### src/mos_pkg.sv
// Shared constants, types and helpers for the Morton order sorter.
// No dependencies; the design modules of the block import this package.
`timescale 1ns / 1ps
`default_nettype none
package mos_pkg;
    localparam int MAX_POINTS = 64;
    localparam int AXIS_BITS  = 21;
    localparam int IDX_W      = $clog2(MAX_POINTS);
    localparam int CNT_W      = $clog2(MAX_POINTS + 1);
    localparam int KEY_W      = 3 * AXIS_BITS;
    localparam int QUO_W      = AXIS_BITS + 1;
    localparam int NUM_W      = 32 + AXIS_BITS + 2;
    localparam logic [AXIS_BITS-1:0] QMAX = {AXIS_BITS{1'b1}};

    typedef struct packed {
        logic [KEY_W-1:0] key;
        logic [IDX_W-1:0] idx;
    } t_entry;

    typedef struct packed {
        logic             en;
        logic [IDX_W-1:0] addr;
        t_entry           data;
    } t_key_wr;

    typedef struct packed {
        logic             start;
        logic [CNT_W-1:0] count;
        logic             dropped;
    } t_sort_ctl;

    function automatic logic [KEY_W-1:0] interleave(
        input logic [AXIS_BITS-1:0] x,
        input logic [AXIS_BITS-1:0] y,
        input logic [AXIS_BITS-1:0] z
    );
        logic [KEY_W-1:0] k;
        k = '0;
        for (int b = 0; b < AXIS_BITS; b++) begin
            k[3*b]   = x[b];
            k[3*b+1] = y[b];
            k[3*b+2] = z[b];
        end
        return k;
    endfunction
endpackage
`default_nettype wire

### src/mos_if.sv
// Valid/ready channel interfaces for points in and sorted indices out.
// Has no dependencies; the index width is written out as six bits.
`timescale 1ns / 1ps
`default_nettype none


interface mos_idx_if;
    logic       valid;
    logic       ready;
    logic [5:0] point_index;
    logic       run_end;
    logic       overflowed;
    modport source (output valid, point_index, run_end, overflowed, input ready);
    modport sink   (input valid, point_index, run_end, overflowed, output ready);
endinterface
`default_nettype wire

### src/mos_sorter.sv
// Key memory with a stable insertion sort and the sorted index output.
// Depends on mos_pkg and the mos_idx_if interface.
`timescale 1ns / 1ps
`default_nettype none
module mos_sorter
    import mos_pkg::*;
(
    input  wire logic      i_clk,
    input  wire logic      i_rst_n,
    input  wire t_key_wr   i_key_wr,
    input  wire t_sort_ctl i_ctl,
    output logic           o_done,
    mos_idx_if.source      o_idx
);
    typedef enum logic [7:0] {
        S_IDLE  = 8'b00000001,
        S_FETCH = 8'b00000010,
        S_CUR   = 8'b00000100,
        S_CMP   = 8'b00001000,
        S_PLACE = 8'b00010000,
        S_ORD   = 8'b00100000,
        S_OLOAD = 8'b01000000,
        S_OHOLD = 8'b10000000
    } t_sstate;

    t_entry           r_mem [MAX_POINTS];
    t_entry           r_rd;
    t_sstate          r_state;
    t_entry           r_cur;
    logic [IDX_W-1:0] r_i;
    logic [IDX_W-1:0] r_j;
    logic [IDX_W-1:0] r_k;
    logic [IDX_W-1:0] r_last;
    logic             r_drop;
    logic             r_valid;
    logic [IDX_W-1:0] r_pidx;
    logic             r_end;
    logic             r_done;

    logic             w_we;
    logic [IDX_W-1:0] w_wa;
    t_entry           w_wd;
    logic [IDX_W-1:0] w_ra;

    always_comb begin
        w_we = 1'b0;
        w_wa = r_j;
        w_wd = r_cur;
        w_ra = r_i;
        case (r_state)
            S_IDLE: begin
                w_we = i_key_wr.en;
                w_wa = i_key_wr.addr;
                w_wd = i_key_wr.data;
            end
            S_CUR: w_ra = r_i - 1'b1;
            S_CMP: begin
                w_we = 1'b1;
                if (r_rd.key > r_cur.key) begin
                    w_wd = r_rd;
                    w_ra = r_j - 2'd2;
                end else begin
                    w_ra = r_i + 1'b1;
                end
            end
            S_PLACE: begin
                w_we = 1'b1;
                w_wa = '0;
                w_ra = r_i + 1'b1;
            end
            S_ORD: w_ra = r_k;
            default: w_ra = r_i;
        endcase
    end

    always_ff @(posedge i_clk) begin
        if (w_we) begin
            r_mem[w_wa] <= w_wd;
        end
        r_rd <= r_mem[w_ra];
    end

    always_ff @(posedge i_clk) begin
        if (!i_rst_n) begin
            r_state <= S_IDLE;
            r_valid <= 1'b0;
            r_done  <= 1'b0;
        end else begin
            r_done <= 1'b0;
            case (r_state)
                S_IDLE: begin
                    if (i_ctl.start) begin
                        r_last <= IDX_W'(i_ctl.count - 1'b1);
                        r_drop <= i_ctl.dropped;
                        r_i    <= IDX_W'(1);
                        r_k    <= '0;
                        r_state <= (i_ctl.count == CNT_W'(1)) ? S_ORD : S_FETCH;
                    end
                end
                S_FETCH: r_state <= S_CUR;
                S_CUR: begin
                    r_cur   <= r_rd;
                    r_j     <= r_i;
                    r_state <= S_CMP;
                end
                S_CMP: begin
                    if (r_rd.key > r_cur.key) begin
                        r_j <= r_j - 1'b1;
                        if (r_j == IDX_W'(1)) begin
                            r_state <= S_PLACE;
                        end
                    end else if (r_i == r_last) begin
                        r_state <= S_ORD;
                    end else begin
                        r_i     <= r_i + 1'b1;
                        r_state <= S_CUR;
                    end
                end
                S_PLACE: begin
                    if (r_i == r_last) begin
                        r_state <= S_ORD;
                    end else begin
                        r_i     <= r_i + 1'b1;
                        r_state <= S_CUR;
                    end
                end
                S_ORD: r_state <= S_OLOAD;
                S_OLOAD: begin
                    r_pidx  <= r_rd.idx;
                    r_end   <= (r_k == r_last);
                    r_valid <= 1'b1;
                    r_state <= S_OHOLD;
                end
                S_OHOLD: begin
                    if (o_idx.ready) begin
                        r_valid <= 1'b0;
                        if (r_end) begin
                            r_done  <= 1'b1;
                            r_state <= S_IDLE;
                        end else begin
                            r_k     <= r_k + 1'b1;
                            r_state <= S_ORD;
                        end
                    end
                end
                default: r_state <= S_IDLE;
            endcase
        end
    end

    assign o_done            = r_done;
    assign o_idx.valid       = r_valid;
    assign o_idx.point_index = 6'(r_pidx);
    assign o_idx.run_end     = r_end;
    assign o_idx.overflowed  = r_drop;
endmodule
`default_nettype wire

### src/flat_wrapper.sv
// flat-port wrapper written by rule: the top's interface ports become plain ports
module mos_sorter_flat import mos_pkg::*;
  (i_clk, i_rst_n, i_key_wr, i_ctl, o_done, o_idx_valid, o_idx_point_index, o_idx_run_end, o_idx_overflowed, o_idx_ready);
  mos_idx_if o_idx_i ();
  input  wire logic i_clk;
  input  wire logic i_rst_n;
  input  wire t_key_wr i_key_wr;
  input  wire t_sort_ctl i_ctl;
  output logic o_done;
  output wire logic [$bits(o_idx_i.valid)-1:0] o_idx_valid;
  output wire logic [$bits(o_idx_i.point_index)-1:0] o_idx_point_index;
  output wire logic [$bits(o_idx_i.run_end)-1:0] o_idx_run_end;
  output wire logic [$bits(o_idx_i.overflowed)-1:0] o_idx_overflowed;
  input wire logic [$bits(o_idx_i.ready)-1:0] o_idx_ready;
  assign o_idx_valid = o_idx_i.valid;
  assign o_idx_point_index = o_idx_i.point_index;
  assign o_idx_run_end = o_idx_i.run_end;
  assign o_idx_overflowed = o_idx_i.overflowed;
  assign o_idx_i.ready = o_idx_ready;
  mos_sorter u_core (.i_clk(i_clk), .i_rst_n(i_rst_n), .i_key_wr(i_key_wr), .i_ctl(i_ctl), .o_done(o_done), .o_idx(o_idx_i));
endmodule
### config.mk
export PLATFORM = sky130hd
export DESIGN_NAME = mos_sorter_flat
export DESIGN_NICKNAME = d
export VERILOG_FILES = /design/src/mos_pkg.sv /design/src/mos_if.sv /design/src/mos_sorter.sv /design/src/flat_wrapper.sv
export SDC_FILE = /design/constraint.sdc
export NUM_CORES = 2
export LEC_CHECK = 0
export BUFFER_PORTS_ARGS = -buffer_cell sky130_fd_sc_hd__buf_2
export CORE_UTILIZATION = 60
export DETAILED_ROUTE_END_ITERATION = 10
export HOLD_SLACK_MARGIN = 0.15
export PLACE_DENSITY = 0.76
export SYNTH_ARGS = -nofsm -noshare
export SYNTH_HDL_FRONTEND = slang
export SYNTH_MEMORY_MAX_BITS = 65536
export SYNTH_SLANG_ARGS = --single-unit
### constraint.sdc
create_clock -name i_clk -period 8.3 [get_ports i_clk]
set_input_delay 0.415 -clock i_clk [delete_from_list [all_inputs] [get_ports i_clk]]
set_output_delay 0.415 -clock i_clk [all_outputs]
set_load 0.02 [all_outputs]
# Word level (Yosys, flattened, before mapping)
# Memories as Yosys holds them, arrays and structs flattened. A register that Yosys moved wholly into a read port is not among the register bits.
# Cells that the tools add are included.
[classes] n_eq_ne=18 reduce_logical=14 add_sub_neg=6 n_mux=29 order_cmp=1
[ops] operator="$pmux 69 s2" count=1
[ops] operator="$mux 69" count=1
[ops] operator="$mux 6" count=11
[ops] operator="$pmux 8 s8" count=1
[ops] operator="$gt 63x63->1" count=1
[ops] operator="$pmux 6 s2" count=3
[ops] operator="$mux 8" count=4
[ops] operator="$pmux 6 s4" count=1
[ops] operator="$pmux 6 s3" count=1
[ops] operator="$sub 6x1->6 const B" count=3
[ops] operator="$add 6x1->6 const B" count=2
[ops] operator="$eq 6x6->1" count=2
[ops] operator="$reduce_and 3->1" count=4
[ops] operator="$eq 8x1->1 const B" count=1
[ops] operator="$eq 8x2->1 const B" count=1
[ops] operator="$eq 8x3->1 const B" count=1
[ops] operator="$eq 8x4->1 const B" count=1
[ops] operator="$eq 8x5->1 const B" count=1
[ops] operator="$eq 8x6->1 const B" count=1
[ops] operator="$eq 8x7->1 const B" count=1
[ops] operator="$eq 8x8->1 const B" count=1
[ops] operator="$ne 2x2->1 const B" count=4
[ops] operator="$eq 7x1->1 const B" count=1
[ops] operator="$eq 6x1->1 const B" count=1
[ops] operator="other kinds (11)" count=19
[word_totals] register_bits=111 inputBits=88 out_inout_bits=10 ramBits=4416 memories=1 wordCells=81
[mem_list] name="u_core.r_mem" depth=64 width=69 read_ports=1 rd_clocked_by_memory_dff=1 wr=1 line="mos_sorter.sv:26" text="t_entry r_mem [MAX_POINTS];"

# Logic depth before layout (Yosys ltp)
[logic_depth] word_depth=5 depth_mapped=19 depth_no_buf=14

# Least setup slack after synthesis
# OpenSTA, ideal clock, no wires.
[synth_timing] kind="reg-to-reg" from="register u_core.r_state[7]" to="memory u_core.r_mem[24][0] (netlist bit), enable pin" setup_time_ps=497 stages_incl_launch_ff=10 arrival_ps=4921 required_ps=7803 slack_ps=2882 n_path_buf=3 synth_period_minus_slack_ps=5418 path_cell_list="dfxtp_1 nor4_2 and4b_1 clkbuf_1 buf_1 clkbuf_1 nand3b_1 o41ai_1 nand2_1 nor2_1"
[synth_via] elab_chain_len=5 elab_cells_between_ends=8 classes_between="eq/ne (3); mux (4); reduce/logical (1)"
[synth_lines] item="from (decl)" line="mos_sorter.sv:28" text="t_sstate r_state;"
[synth_lines] item="from (signal assigned)" line="mos_sorter.sv:97" text="r_state <= (i_ctl.count == CNT_W'(1)) ? S_ORD : S_FETCH;"
[synth_lines] item="$eq 8x4->1 / $eq 8x5->1 (equally long branches)" line="mos_sorter.sv:50" text="case (r_state)"
[synth_lines] item="$reduce_or 2->1 (no source line)"
[synth_lines] item="$pmux 1 s2" line="mos_sorter.sv:50"
[synth_lines] item="$mux 1" line="mos_sorter.sv:77" text="if (w_we) begin"
[synth_lines] item="$mux 1 (implied by the code)" line="mos_sorter.sv:78" text="r_mem[w_wa] <= w_wd;"
[synth_lines] item="to (decl)" line="mos_sorter.sv:26"
# Several ways; a longest one is shown, not always the timed one.

# Worst setup path in the final report
[layout_timing] from="register u_core.r_cur[60] (netlist bit)" to="register u_core.r_rd[5] (netlist name)"
[layout_via] elab_chain_len=3
[layout_lines] item="from (decl)" line="mos_sorter.sv:29" text="t_entry r_cur;"
[layout_lines] item="from (signal assigned)" line="mos_sorter.sv:102" text="r_cur <= r_rd;"
[layout_lines] item="$gt 63x63->1" line="mos_sorter.sv:59" text="if (r_rd.key > r_cur.key) begin"
[layout_lines] item="$mux 6" line="mos_sorter.sv:59"
[layout_lines] item="$pmux 6 s4" line="mos_sorter.sv:50"
# Every way passes these cells.
# A chain may end at the register's enable or synchronous reset.

==> results.ini <==
[run_status]
run_status = complete, no violations

[logic_synthesis]
syn_inst = 8385
synth_commonest_cells = edfxtp_1 (4,517), mux4_2 (966), a22oi_1 (480), nand2_1 (410), a21oi_1 (313)
synth_flop_cell = edfxtp_1
netlist_area_um2 = 176000
synth_top_area_share = 0.769
synth-warning-count = 0
synth_edf_count = 4517
yosysMostFrequentCell = edfxtp_1
yosysSeqAreaShare = 0.778
yosysUniqueCellTypes = 72
synth.area.top_cells = edfxtp_1 (77%), mux4_2 (12%), a22oi_1 (2.0%)
ys_seq_elements = 4596
synth_area_leader_cell = edfxtp_1
synthArstFlopShare = 0
syn_avg_cell_area_um2 = 21.0
synth_nets = 8545

[placed_design]
portBuffers = 97
place_congestion = 0.892
dp_hpwl_mm = 251
dp_slack_ns = 1.74

[die]
row_count = 198
die_h_um = 544
die_area_um2 = 296000
initial_utilization = 0.605
ios = 98
coreArea_um2 = 292000
die_w_um = 544

[timing]
slew_headroom = 0.127
hold_viol_final = 0
post-route-period-util = 0.819
rsz0062_at_grt = false
tightest_slew_ns = 1.31
setup_tns_ns = 0
setup_ws_ns = 1.50
setup_violations = 0
fin_skew_ns = 0.0778
fin_crit_ns = 6.80
max_freq_ghz = 0.147
report.final.slew_viol_count = 0

[worst_setup_path]
cp.required_ns = 9.12
crit_start = u_core.r_cur[60]$_DFFE_PP_
r2r_slack_ns = 1.50
crit_type = reg2reg
cp-start-kind = register
end_kind = register
critPathMaxFanout = 43
r2r-start = u_core.r_cur[60]$_DFFE_PP_
critPathArrivalTime_ns = 7.62

[route]
firstDrtPassIters = 9
dr_total_vias = 95934
drt_iter0_drc = 17428
detail_route.wl_per_cell_um = 38.8
avgViaCountPerCell = 7.34
final_antenna_net_count = 0
wirelength_mm = 507
drcViolationCount = 0

[clocking]
cts-root-buf = clkbuf_16
cts_sinks = 4596
post_cts_resize_count = 0
worstSkewPairLatency_ns = 0.95
cts_tree = yes
ctsHtreeMaxLevel = 5
clockBufferDepth = 4
path_clk_slew_ns = 0.07
post-cts-setup-buffers = 0
cts_buffers = 440

[final_layout]
nets = 8948
drive_above_1_share = 0.232
seq_area_um2 = 137000
multi_input_area_um2 = 37100
syn_to_final_growth_pct = 12.6
fillers = 17080

[flow_run]
maxCapViolations = 0

[power]
cellPowerDensity_nw_per_um2 = 291
p_leak_nw = 61.6
ir_worst_vdd_mv = 0.345
p_total_w = 0.0578

[global_routing]
grt_pass1_vias = 94209
grt_overflow = 0
antenna_found_initial = 12
grt_max_degree = 139
grt_use_total = 0.343
grt_first_pass_wirelength_mm = 705

[hold_path]
min_path_type = in2reg
worstHoldStart = i_key_wr[40]

[metrics by stage]
step,hold slack [ns],util,cell area [um^2],std cells
floorplan,0.408,-,176000,8385
global placement,0.443,0.630,184000,12227
detailed placement,0.455,0.630,184000,12227
CTS,0.242,0.680,198000,13058
global route,0.337,0.680,198000,13065
finish,0.271,0.680,198000,13074
[logic make-up (layout without fill, tap and decap cells)]
logic type / after synthesis / count (layout) / share of synthesized area
flops: 4596 / 4596 / 0.778
compound gates: 1170 / 1170 / 0.0449
mux: 1170 / 1170 / 0.135
simple gates: 770 / 770 / 0.0202
buf+inv: 572 / 1345 / 0.0146
fa+ha+maj: 72 / 72 / 0.00511
xor+xnor: 35 / 35 / 0.00174
other cells: 0 / 16 / 0
[area by class of cell]
class	instances	share of cell area
Tap cell	3900	0.0246
Sequential cell	4596	0.692
Clock inverter	246	0.0127
Antenna cell	16	0.000202
Clock buffer	566	0.0601
Timing Repair Buffer	449	0.0221
Inverter	84	0.00159
Multi-Input combinational cell	3217	0.187
[critical path, stage by stage, from the launching register on]
cell      delay (ns)
edfxtp_1        0.35
inv_1           0.05
ha_1            0.32
a21oi_1         0.14
o21ai_0         0.39
a221oi_1        0.95
o211ai_1        0.56
a2111o_2        0.56
a21oi_1         0.33
o311a_4         0.89
buf_12          0.38
buf_4           0.46
mux4_2          0.38
a22oi_1         0.25
a21oi_1         0.14
or4_1           0.50
[final timing paths]
kind	cells after the start	to
setup / recovery	15	u_core.r_rd[5]$_DFF_P_
hold / removal	3	u_core.r_mem[52][40]$_DFFE_PP_
setup reg to reg	15	u_core.r_rd[5]$_DFF_P_
hold reg to reg	0	u_core.r_cur[38]$_DFFE_PP_
[repair_timing]
item	in CTS	in global routing
endpoints found under the hold margin	38	0
hold buffers	19	0
setup endpoints to repair	0	0
[sequential cells by signal, summed over array words and instances (netlist names)]
name	cells
u_core.o_idx.valid	1
u_core.r_k	6
u_core.o_idx.point_index	6
u_core.r_rd	69
u_core.r_i	6
u_core.r_last	6
u_core.o_idx.overflowed	1
u_core.r_state	8
u_core.o_idx.run_end	1
u_core.r_cur	69
u_core.r_mem	4416
u_core.o_done	1
u_core.r_j	6
[routing by layer]
metal	vias up	wire, um	global-route usage
met5	-	13	0
met4	2	31800	0.186
met3	1662	74100	0.0889
met2	8969	232000	0.516
met1	49232	169000	0.465
li1	36069	-	-
[cells in the final DEF, fill, tap and decap left out, types with 14 or more instances in the layout]
cell type / Yosys / routed
clkbuf_8: 0 / 28
a31oi_1: 69 / 69
xnor2_1: 21 / 21
mux4_2: 966 / 966
diode_2: 0 / 16
a22oi_1: 480 / 480
edfxtp_1: 4517 / 4517
a21oi_1: 313 / 312
nand3_1: 33 / 33
nand4_1: 15 / 15
nor2_1: 104 / 36
buf_12: 0 / 96
xor2_1: 14 / 14
o21ai_0: 36 / 36
buf_4: 23 / 237
ha_1: 72 / 72
buf_2: 222 / 97
clkinvlp_4: 0 / 18
inv_1: 83 / 83
clkbuf_1: 203 / 90
clkinv_2: 0 / 74
clkinv_1: 0 / 87
nor3_1: 87 / 86
a2bb2oi_1: 69 / 69
dlygate4sd3_1: 0 / 19
o22ai_1: 72 / 72
nor2_4: 0 / 68
dfxtp_1: 79 / 79
nand2_1: 410 / 408
mux2i_1: 204 / 204
a211oi_1: 72 / 71
clkbuf_16: 0 / 448
bufinv_16: 0 / 44
or4_1: 68 / 68
[where the power goes]
part	internal [W]	switching [W]	total, W
logic	0.00220	0.00618	0.00838
registers	0.0289	0.000397	0.0293
clock network	0.0115	0.00860	0.0201
total	0.0426	0.0152	0.0578
Power figures use the tool's default switching activity.
