$ cat src/mos_pkg.sv
// Shared constants, types and helpers for the Morton order sorter.
// No dependencies; the design modules of the block import this package.
`timescale 1ns / 1ps
`default_nettype none
package mos_pkg;
    localparam int MAX_POINTS = 64;
    localparam int AXIS_BITS  = 21;
    localparam int IDX_W      = $clog2(MAX_POINTS);
    localparam int CNT_W      = $clog2(MAX_POINTS + 1);
    localparam int KEY_W      = 3 * AXIS_BITS;
    localparam int QUO_W      = AXIS_BITS + 1;
    localparam int NUM_W      = 32 + AXIS_BITS + 2;
    localparam logic [AXIS_BITS-1:0] QMAX = {AXIS_BITS{1'b1}};

    typedef struct packed {
        logic [KEY_W-1:0] key;
        logic [IDX_W-1:0] idx;
    } t_entry;

    typedef struct packed {
        logic             en;
        logic [IDX_W-1:0] addr;
        t_entry           data;
    } t_key_wr;

    typedef struct packed {
        logic             start;
        logic [CNT_W-1:0] count;
        logic             dropped;
    } t_sort_ctl;

    function automatic logic [KEY_W-1:0] interleave(
        input logic [AXIS_BITS-1:0] x,
        input logic [AXIS_BITS-1:0] y,
        input logic [AXIS_BITS-1:0] z
    );
        logic [KEY_W-1:0] k;
        k = '0;
        for (int b = 0; b < AXIS_BITS; b++) begin
            k[3*b]   = x[b];
            k[3*b+1] = y[b];
            k[3*b+2] = z[b];
        end
        return k;
    endfunction
endpackage
`default_nettype wire

$ cat src/mos_quant.sv
// One-axis quantiser: clamps to the bounding box, scales by 2^AXIS_BITS-1 and
// divides by the range with a restoring divider, one quotient bit per cycle.
`timescale 1ns / 1ps
`default_nettype none
module mos_quant
    import mos_pkg::*;
(
    input  wire logic                 i_clk,
    input  wire logic                 i_rst_n,
    input  wire logic                 i_start,
    input  wire logic signed [31:0]   i_val,
    input  wire logic signed [31:0]   i_min,
    input  wire logic signed [31:0]   i_max,
    output logic                      o_done,
    output logic [AXIS_BITS-1:0]      o_q
);
    typedef enum logic [3:0] {
        Q_IDLE = 4'b0001,
        Q_MUL  = 4'b0010,
        Q_DIV  = 4'b0100,
        Q_DONE = 4'b1000
    } t_qstate;

    localparam int STEP_W = $clog2(QUO_W + 1);

    t_qstate               r_state;
    logic [31:0]           r_range;
    logic [31:0]           r_diff;
    logic [32:0]           r_rem;
    logic [QUO_W-1:0]      r_sh;
    logic [QUO_W-1:0]      r_quo;
    logic [STEP_W-1:0]     r_step;
    logic [AXIS_BITS-1:0]  r_q;

    logic [32:0]           w_range;
    logic [32:0]           w_diff;
    logic [NUM_W-3:0]      w_prod;
    logic [NUM_W-1:0]      w_num;
    logic [33:0]           w_trial;
    logic [33:0]           w_div;
    logic                  w_ge;

    always_comb begin
        w_range = {i_max[31], i_max} - {i_min[31], i_min};
        w_diff  = {i_val[31], i_val} - {i_min[31], i_min};
        w_prod  = {r_diff, {AXIS_BITS{1'b0}}} - {{AXIS_BITS{1'b0}}, r_diff};
        w_num   = {1'b0, w_prod, 1'b0} + {{(NUM_W-32){1'b0}}, r_range};
        w_div   = {1'b0, r_range, 1'b0};
        w_trial = {r_rem, r_sh[QUO_W-1]};
        w_ge    = (w_trial >= w_div);
    end

    always_ff @(posedge i_clk) begin
        if (!i_rst_n) begin
            r_state <= Q_IDLE;
        end else begin
            case (r_state)
                Q_IDLE: begin
                    if (i_start) begin
                        r_range <= w_range[31:0];
                        if (w_diff[32]) begin
                            r_diff <= '0;
                        end else if (w_diff[31:0] > w_range[31:0]) begin
                            r_diff <= w_range[31:0];
                        end else begin
                            r_diff <= w_diff[31:0];
                        end
                        r_state <= Q_MUL;
                    end
                end
                Q_MUL: begin
                    r_rem   <= w_num[NUM_W-1:QUO_W];
                    r_sh    <= w_num[QUO_W-1:0];
                    r_quo   <= '0;
                    r_step  <= '0;
                    r_state <= Q_DIV;
                end
                Q_DIV: begin
                    r_rem  <= w_ge ? 33'(w_trial - w_div) : w_trial[32:0];
                    r_sh   <= {r_sh[QUO_W-2:0], 1'b0};
                    r_quo  <= {r_quo[QUO_W-2:0], w_ge};
                    r_step <= r_step + 1'b1;
                    if (r_step == STEP_W'(QUO_W - 1)) begin
                        r_state <= Q_DONE;
                    end
                end
                Q_DONE: begin
                    if (r_range == '0) begin
                        r_q <= '0;
                    end else if (r_quo > {1'b0, QMAX}) begin
                        r_q <= QMAX;
                    end else begin
                        r_q <= r_quo[AXIS_BITS-1:0];
                    end
                    r_state <= Q_IDLE;
                end
                default: r_state <= Q_IDLE;
            endcase
        end
    end

    // The result register is loaded on the edge that leaves Q_DONE.
    logic r_done;
    always_ff @(posedge i_clk) begin
        if (!i_rst_n) begin
            r_done <= 1'b0;
        end else begin
            r_done <= (r_state == Q_DONE);
        end
    end

    assign o_done = r_done;
    assign o_q    = r_q;
endmodule
`default_nettype wire

$ cat config.mk
export PLATFORM = sky130hd
export DESIGN_NAME = mos_quant
export DESIGN_NICKNAME = d
export VERILOG_FILES = /design/src/mos_pkg.sv /design/src/mos_quant.sv
export SDC_FILE = /design/constraint.sdc
export NUM_CORES = 1
export LEC_CHECK = 0
export BUFFER_PORTS_ARGS = -buffer_cell sky130_fd_sc_hd__buf_4
export CAP_MARGIN = 20
export CORE_MARGIN = 2
export CORE_UTILIZATION = 30
export DETAILED_ROUTE_END_ITERATION = 10
export GPL_ROUTABILITY_DRIVEN = 1
export HOLD_SLACK_MARGIN = 0.08
export PLACE_DENSITY = 0.5
export REMOVE_ABC_BUFFERS = 1
export SYNTH_ARGS = -nofsm -noshare
export SYNTH_HDL_FRONTEND = slang
export SYNTH_SLANG_ARGS = --single-unit
export TNS_END_PERCENT = 20
$ cat constraint.sdc
create_clock -name i_clk -period 9.7 [get_ports i_clk]
set_clock_uncertainty 0.2 [all_clocks]
set_input_delay 1.94 -clock i_clk [delete_from_list [all_inputs] [get_ports i_clk]]
set_output_delay 1.94 -clock i_clk [all_outputs]
set_load 0.05 [all_outputs]
# Word level (Yosys, flattened, before mapping)
# Cells that the tools add are included.
# Widths: inputs -> output; s select.
dict set report op_classes {
  n_lt_le_gt_ge 3
  n_eq_ne 7
  muxes 10
  n_addsub 6
  reduce_logical 6
}
# cell count
set ops {}
lappend ops {{$pmux 22 s2} 2}
lappend ops {{$pmux 33 s2} 1}
lappend ops {{$add 54x32->55} 1}
lappend ops {{$sub 53x32->53} 1}
lappend ops {{$ge 34x33->1} 1}
lappend ops {{$mux 33} 1}
lappend ops {{$sub 32x32->33} 1}
lappend ops {{$sub 33x33->33} 1}
lappend ops {{$gt 32x32->1} 1}
lappend ops {{$logic_not 32->1} 1}
lappend ops {{$mux 32} 1}
lappend ops {{$sub 32x32->32} 1}
lappend ops {{$gt 22x21->1 const B} 1}
lappend ops {{$mux 21} 1}
lappend ops {{$pmux 4 s3} 1}
lappend ops {{$pmux 5 s2} 1}
lappend ops {{$mux 4} 2}
lappend ops {{$reduce_and 2->1} 3}
lappend ops {{$add 5x1->5 const B} 1}
lappend ops {{$eq 5x5->1 const B} 1}
lappend ops {{$eq 4x1->1 const B} 1}
lappend ops {{$eq 4x2->1 const B} 1}
lappend ops {{$eq 4x3->1 const B} 1}
lappend ops {{$eq 4x4->1 const B} 1}
lappend ops {{other kinds (3)} 4}
dict set report totals {
  input_bits 99
  reg_bits 172
  out_inout_bits 22
}

# Depth between registers and ports, before layout
# Gate-level depths: netlist of run 1.
dict set report depth {
  ltp_word 3
  mapped_depth 25
  ltp_nobuf 24
}

# Worst setup path before layout of run 1
# Ideal clock, no wire load.
dict set report synth_timing {
  path_type {input-to-reg}
  from {input i_rst_n}
  to {register r_diff[0] (enable)}
  required_time_ns 8.856
  setup_time_ns 0.644
  setup_slack_ns 0.716
  arrival_time_ns 8.140
  path_stages 2
  n_path_buf 0
  path_cell_list {nand2b_1 nor4_1}
}
dict set report synth_between {
  elab_chain_len 1
}
# element line_no
set synth_rtl {}
lappend synth_rtl {{start, declared} mos_quant.sv:9} ;# input wire logic i_rst_n,
lappend synth_rtl {{$reduce_and 3->1 (no line)} n/a}
lappend synth_rtl {{end signal, assigned} mos_quant.sv:64} ;# r_diff <= w_range[31:0];
lappend synth_rtl {{end signal, assigned} mos_quant.sv:66} ;# r_diff <= w_diff[31:0];
lappend synth_rtl {{end, declared} mos_quant.sv:28} ;# logic [31:0] r_diff;
# Every way passes these cells.
# A chain may end at the register's enable or synchronous reset.

# Worst setup path in the final report of run 1
dict set report layout_timing {
  from {input i_val[0]}
  to {register r_diff[23] (data pin)}
}
dict set report layout_between {
  elab_chain_len 3
}
# element line_no
set layout_rtl {}
lappend layout_rtl {{start, declared} mos_quant.sv:11} ;# input wire logic signed [31:0] i_val,
lappend layout_rtl {{$sub 32x32->33 *} mos_quant.sv:45} ;# w_diff = {i_val[31], i_val} - {i_min[31], i_min};
lappend layout_rtl {{$gt 32x32->1} mos_quant.sv:63} ;# end else if (w_diff[31:0] > w_range[31:0]) begin
lappend layout_rtl {{$mux 32} mos_quant.sv:63}
# Mark *: on every way between the ends. The rest lies on a longest branch, timed or not.

==> results of run 1 <==
[power by group through the flow]
stage          Sequential (mW)  Clock (mW)  Combinational, mW
6_report                 0.952       0.717               1.22
5_1_grt                  0.956       0.762               1.38
4_1_cts                  0.952       0.738               1.23
3_5_place_dp             0.969           0               1.22
3_3_place_gp             0.970           0               1.20
2_1_floorplan            0.943           0              0.926
[cells by family after synthesis]
| group | Yosys count | synth area share |
|---|---|---|
| mux | 41 | 0.0259 |
| compound gates | 499 | 0.200 |
| buf+inv | 194 | 0.0521 |
| xor+xnor | 171 | 0.0934 |
| fa+ha+maj | 175 | 0.138 |
| flops | 172 | 0.318 |
| simple gates | 561 | 0.173 |
[per-layer routing]
layer | share of wire | global-route usage | vias to the layer above | routed length [um]
met5 | 0 | 0 | - | 0
met4 | 0.016 | 0.0396 | 0 | 681
met3 | 0.026 | 0.0178 | 33 | 1130
met2 | 0.46 | 0.261 | 241 | 20200
met1 | 0.50 | 0.219 | 6315 | 21900
li1 | - | - | 6786 | -
[per-stage QoR]
stage          setup WS, ns  hold slack, ns  utilization  instances  cell area (sq um)
2_1_floorplan         0.716           0.257            -       1763              15800
3_3_place_gp           2.11           0.292        0.335       2580              17700
3_5_place_dp           2.05           0.304        0.335       2580              17700
4_1_cts                2.50           0.322        0.346       2612              18300
5_1_grt                1.93           0.342        0.346       2613              18300
6_report               2.52           0.317        0.346       2613              18300
[critical path: stages]
cell,delay [ns]
buf_4,0.12
inv_1,0.05
ha_1,0.21
fa_1,0.23
nor2b_1,0.07
o2111ai_1,0.23
nand3_1,0.14
and3_1,0.23
a211oi_1,0.52
nor3_1,0.18
o31ai_1,0.49
nor3_1,0.12
a2111oi_0,0.51
xnor2_1,0.21
ha_1,0.28
and4_1,0.17
and2_1,0.15
o21ai_0,0.09
nand2_1,0.08
a21oi_1,0.10
o21ai_0,0.15
o21ai_4,0.17
buf_4,0.43
mux2i_1,0.24
nor2_1,0.07
[cell usage after synthesis (4+ instances only)]
library cell and count:
o21ai_1 8, nor2_1 180, nand3_1 26, o21a_1 22, inv_1 144, fa_1 4, buf_1 6, xor2_1 51
nor2b_1 20, edfxtp_1 167, a211o_1 8, a22o_1 5, dfxtp_1 5, mux2i_1 36, o31ai_1 9, o31a_1 8
a311oi_1 4, or3_1 17, a31oi_1 14, nand2_1 129, o2111ai_1 4, a211oi_1 12, xnor2_1 119, mux2_2 5
nor4_1 23, buf_6 6, ha_1 171, o21bai_1 16, and2_1 28, nand4_1 24, a21boi_0 4, a21o_1 66
or2_2 6, nor3_1 27, o21ai_0 102, and3_1 19, and4_1 10, o211ai_1 32, a21oi_1 149, nand2b_1 25
clkbuf_1 30
[cell usage in the layout (no fill, tap or decap), drive strengths merged, types with 20 or more instances in the layout]
master  synthesis  layout
o211ai         32      32
edfxtp        167     167
a21o           67      67
or3            20      20
nand2b         25      25
o21ai         111     111
nand2         130     130
nor4           25      25
inv           144     150
nand4          25      25
nor2b          20      20
and3           20      20
xnor2         120     120
buf            12     130
and2           28      28
mux2i          36      36
a21oi         152     152
ha            171     171
o21a           22      22
nor3           28      28
nand3          26      26
xor2           51      51
nor2          180     180
[state kept, by name (all words and copies together) (netlist names)]
signal   flops
r_quo       22
r_rem       33
r_state      4
o_done       1
r_sh        22
r_range     32
r_diff      32
r_step       5
o_q         21
[cell type report]
cell class | instances | area [sq um] | share of cell area
Sequential cell | 172 | 5110 | 0.279
Timing Repair Buffer | 130 | 983 | 0.0537
Inverter | 144 | 541 | 0.0295
Tap cell | 688 | 861 | 0.0470
Clock inverter | 15 | 184 | 0.0100
Multi-Input combinational cell | 1447 | 10200 | 0.557
Clock buffer | 17 | 425 | 0.0232
[worst paths after layout]
path / end / start
min: r_sh[1]$_DFFE_PP_ / r_sh[0]$_SDFFCE_PP0P_
max reg2reg: r_rem[14]$_DFFE_PP_ / r_diff[10]$_SDFFCE_PP0P_
min reg2reg: r_sh[1]$_DFFE_PP_ / r_sh[0]$_SDFFCE_PP0P_
max: r_diff[23]$_SDFFCE_PP0P_ / i_val[0]
==> summary.md, run 1 <==
| Metric | Value |
|---|---|
| Status | `complete, no violations` |
| Pwr per Cell Area | `between 150 and 200 nW/um^2` |
| Leak pwr | `between 7 and 8 nW` |
| Max-cap violations | `0` |
| FILL cells | `between 5000 and 6000` |
| Cell taking the most area after synthesis | `edfxtp_1` |
| Slew of the pin with the lowest slew margin | `0.959 ns` |
| Antenna-violating nets left | `0` |
| TritonRoute pass-1 iters | `5` |
| Pwr Total | `~2.9 mW` |
| FMAX | `roughly 140 MHz` |
| CTS Hold Bufs | `0` |
| GRT overflow | `0` |
| Min-delay worst type | `flop to flop` |
| DR WL/cell | `approximately 17 um` |
| Final Wtd Congestion | `~0.86` |
| Tmin final | `7.18 ns` |
| Synthesized area per cell | `8.89 sq um` |
| Worst Setup End Kind | `flop` |
| Switching Share | `0.376` |
| Starting density of the core | `0.305` |
| # rows | `84` |
| Worst EP required | `9.68 ns` |
| RSZ-0062 raised after global routing | `no` |
| Vias in the first global route | `approximately 13000` |
| P_int | `roughly 1.8 mW` |
| Cell count after synthesis | `~1800` |
| Worst r2r path cells | `17` |
| Max-slew headroom | `0.357` |
| Num CTS Buffers | `17` |
| Clock-pin slew on the worst setup and hold paths | `about 0.07 ns` |
| Ant diodes | `0` |
| Pins Over Slew Limit | `0` |
| Die X | `236 um` |
| Core area | `between 50000 and 60000 sq um` |
| Comb power frac | `0.423` |
| Number of enable flip-flop cells after synthesis | `around 170` |
| Worst ir drop on vdd | `around 0.10 mV` |
| Post-CTS setup buffer count | `0` |
| IO Count | `~120` |
| Global-route wire length before repair | `~70 mm` |
| DP HPWL | `roughly 36 mm` |
| Setup tns final | `0 ns` |
| GRT Resource Usage Total | `0.158` |
| Area growth, synth to finish | `13.7%` |
| WL final | `43.9 mm` |
| Worst-path fanout max | `27` |
| NetSw | `approximately 1.1 mW` |
| Clock Sinks | `172` |
| Synth top area share | `0.311` |
| Initial antenna violation count | `0` |
| First DRT Iteration DRCs | `a little under 800` |
| Seq pwr share | `0.330` |
| Part of the Yosys area used for sequential elements | `0.318` |
| Top FF cell, synth | `edfxtp_1` |
| WS Path Type | `primary input to flop` |
| Hold path depth | `2` |
| Via count | `13400` |
| Worst skew pair latency | `~0.45 ns` |
| Fin. Hold Viols | `0` |
| Vias per cell | `approximately 5.1` |
| Clock Power Share | `0.248` |
| I/O Buffers | `120` |
| Height of the die | `236 um` |
| Post-Syn Area | `roughly 16000 sq um` |
| Ys async rst share | `0` |
| Post-synth cell types | `88` |
| CTS tree | `built` |
| H-tree depth | `4` |
| Layout cell share with drive strength beyond 1 | `0.110` |
| Syn. warnings | `0` |
| Fin nets | `around 2200` |
| Startpoint Class | `primary input` |
| Largest net degree at the start of global routing | `76` |
| Post-route DRC | `0` |
| Clock Tree Root | `clkbuf_16` |
| CTS-repair resized insts | `0` |
| Die ar. | `about 56000 sq um` |
| Bufs on Longest Clock Path | `2` |
| Reg2reg setup slack | `3.74 ns` |
| Final setup violation count | `0` |
| Worst Path Arrival | `7.16 ns` |
| Area contributors post-synth | `edfxtp_1 (31%), ha_1 (13%), xnor2_1 (6.5%)` |
| #FFs+latches synth | `172` |
| Final period util | `0.740` |
(Power assumes the default switching activity.)
==> run 2, diff against run 1 <==
==> constraint.sdc (replaced) <==
create_clock -name i_clk -period 6.97 [get_ports i_clk]
set_clock_uncertainty 0.2 [all_clocks]
set_input_delay 1.394 -clock i_clk [delete_from_list [all_inputs] [get_ports i_clk]]
set_output_delay 1.394 -clock i_clk [all_outputs]
set_load 0.05 [all_outputs]
==> run 2 against run 1 <==
Flip-flop and latch count unchanged; power up 38%; final cell count up 0.15%; combinational power up 41%; critical endpoint is now r_diff[21]$_SDFFCE_PP0P_; via count up 0.87%; critical path depth unchanged; register-to-register slack worse by 2.8 ns; worst hold slack worse by 0.0018 ns; count of clock-buffer cells in the layout unchanged.
==> summary.md, run 2 (same netlist as run 1, synthesis figures left out) <==
| Metric | Value |
|---|---|
| RSZ-0062 raised after global routing | `no` |
| Post-route DRC | `0 (unchanged)` |
| Min-delay src | `r_sh[1]$_DFFE_PP_` |
| Pwr Total | `4.00 mW (+38%)` |
| Die X | `236 um (unchanged)` |
| Worst r2r path cells | `17 (unchanged)` |
| IO Count | `121 (unchanged)` |
| Final setup violation count | `0 (unchanged)` |
| GRT overflow | `0 (unchanged)` |
| Area after DPL | `17800 sq um (+0.40%)` |
| DP Worst Slack | `0.336 ns (-1.71 ns)` |
| Core area | `52900 sq um (unchanged)` |
| Fin nets | `2190 (+0.18%)` |
| WL final | `44.8 mm (+2.1%)` |
| CP Launch Point | `i_min[0]` |
| Post-layout util | `0.347 (+0.000450)` |
| Clock-pin slew on the worst setup and hold paths | `0.08 ns (about the same)` |
| # rows | `84 (unchanged)` |
| Final period util | `0.882` |
| Clock Sinks | `172 (unchanged)` |
| GRT Resource Usage Total | `0.161 (+0.00267)` |
| R2R Path End | `r_rem[18]$_DFFE_PP_` |
| Via count | `13500 (+0.87%)` |
| Worst Setup End Kind | `flop` |
| Commonest non-fill, non-tap cell in the layout | `nor2_1` |
| Max FFs per register | `33 (unchanged)` |
| Pwr per Cell Area | `218 nW/um^2 (+38%)` |
| Fin. Hold Viols | `0 (unchanged)` |
| Initial antenna violation count | `0 (unchanged)` |
| DR WL/cell | `17.1 um (+2.0%)` |
| First DRT Iteration DRCs | `784 (-1.5%)` |
| Reg2reg setup slack | `0.99 ns (-2.75 ns)` |
| Global-route wire length before repair | `71.6 mm (+1.6%)` |
| Num CTS Buffers | `17 (unchanged)` |
| DP HPWL | `36.5 mm (+1.8%)` |
| Worst EP required | `6.96 ns (-2.72 ns)` |
| CTS tree | `built` |
| Pins Over Slew Limit | `0 (unchanged)` |
| Largest regs | `r_rem: 33 flops, r_diff: 32 flops, r_range: 32 flops` |
| H-tree depth | `4 (unchanged)` |
| I/O Buffers | `120 (unchanged)` |
| Post-route cell area | `18300 sq um (+0.13%)` |
| Min-delay worst type | `flop to flop` |
| Worst ir drop on vdd | `0.140 mV (+35%)` |
| Layout cell share with drive strength beyond 1 | `0.112 (+0.00185)` |
| Bufs on Longest Clock Path | `2 (unchanged)` |
| Worst skew pair latency | `0.46 ns (about the same)` |
| Die ar. | `55600 sq um (unchanged)` |
| Worst setup margin | `0.823 ns (-1.70 ns)` |
| Worst-path fanout max | `24 (-11%)` |
| Area growth, synth to finish | `13.8%` |
| Antenna-violating nets left | `0 (unchanged)` |
| WS Path Type | `primary input to flop` |
| Most frequent cells in the layout | `nor2_1 (180), ha_1 (171), edfxtp_1 (167)` |
| Max-cap violations | `0 (unchanged)` |
| Height of the die | `236 um (unchanged)` |
| Tmin final | `between 6 and 7 ns` |
| Vias in the first global route | `13300 (+0.94%)` |
| Slew of the pin with the lowest slew margin | `0.858 ns (-0.101 ns)` |
| Max-slew headroom | `0.428 (+0.0708)` |
| Leak pwr | `7.75 nW (+0.13%)` |
| Hold path depth | `2 (unchanged)` |
| Largest Register | `r_rem` |
| Largest net degree at the start of global routing | `75 (-1.3%)` |
| Final Wtd Congestion | `0.865 (+0.27%)` |
| CTS Hold Bufs | `0 (unchanged)` |
| FMAX | `~160 MHz` |
| Ant diodes | `0 (unchanged)` |
| Status | `complete, no violations` |
| WHS Endpoint | `r_sh[2]$_DFFE_PP_` |
| Vias per cell | `5.16 (+0.72%)` |
| Clock Tree Root | `clkbuf_16` |
| Startpoint Class | `primary input` |
| Starting density of the core | `0.305 (unchanged)` |
| Worst Path Arrival | `6.14 ns (-1.02 ns)` |
| TritonRoute pass-1 iters | `5 (unchanged)` |
| CTS-repair resized insts | `0 (unchanged)` |
| Reg2Reg Launch Point | `r_diff[10]$_SDFFCE_PP0P_` |
| Post-CTS setup buffer count | `0 (unchanged)` |
## run 2: cell count changes in the layout (fill, tap and decap cells not counted), sizes merged
cell      before  now
buf          130  134
bufinv         2    0
clkinvlp       3    5
## run 2: through the flow
step           instances  TNS (ns)  hold WS (ns)
2_1_floorplan       1763   -220.88         0.257
3_3_place_gp        2584         0         0.289
3_5_place_dp        2585         0         0.304
4_1_cts             2617         0         0.322
5_1_grt             2617         0         0.350
6_report            2617         0         0.315
## run 2: power by group
part           leakage, nW  internal (mW)  switching [mW]
clock                0.267          0.475           0.481
sequential            1.57           1.25          0.0771
combinational         5.92          0.728           0.988
## run 2: worst max path at each step
stage                                to  slack [ns]  depth (start not counted)
2_1_floorplan   r_diff[0]$_SDFFCE_PP0P_       -1.47                          2
3_3_place_gp    r_diff[3]$_SDFFCE_PP0P_        0.39                         25
3_5_place_dp   r_diff[21]$_SDFFCE_PP0P_        0.34                         25
4_1_cts        r_diff[21]$_SDFFCE_PP0P_        0.82                         25
5_1_grt         r_diff[8]$_SDFFCE_PP0P_        0.39                         25
6_report       r_diff[21]$_SDFFCE_PP0P_        0.82                         25
## run 2: per-layer routing
metal,track usage,part of all wire
met1,0.220,0.49
met2,0.267,0.46
met3,0.0195,0.033
met4,0.0421,0.017
met5,0,0
## run 2: layout make-up
class                   instances  area [sq um]
multi-input cells            1447         10200
well taps                     688           861
repair buffers                134          1040
clock buffers                  17           425
inverters                     144           541
fillers                      5467         34500
clock inverters                15           153
flip-flops and latches        172          5110
## run 2: critical path, cell delays in order
cell and delay (ns):
buf_4 0.12, ha_1 0.23, fa_1 0.41, nor2b_1 0.17, o31a_1 0.20, a41o_1 0.24, o221ai_1 0.21, a31oi_1 0.38
a21oi_1 0.16, a31oi_1 0.25, a21o_1 0.16, a21oi_1 0.07, xnor2_1 0.30, inv_1 0.08, ha_1 0.31, and4_1 0.16
and2_1 0.15, o21ai_0 0.07, nand2_1 0.07, a21oi_1 0.10, o21ai_0 0.15, o21ai_4 0.22, buf_12 0.25, mux2i_1 0.22
nor2_1 0.06
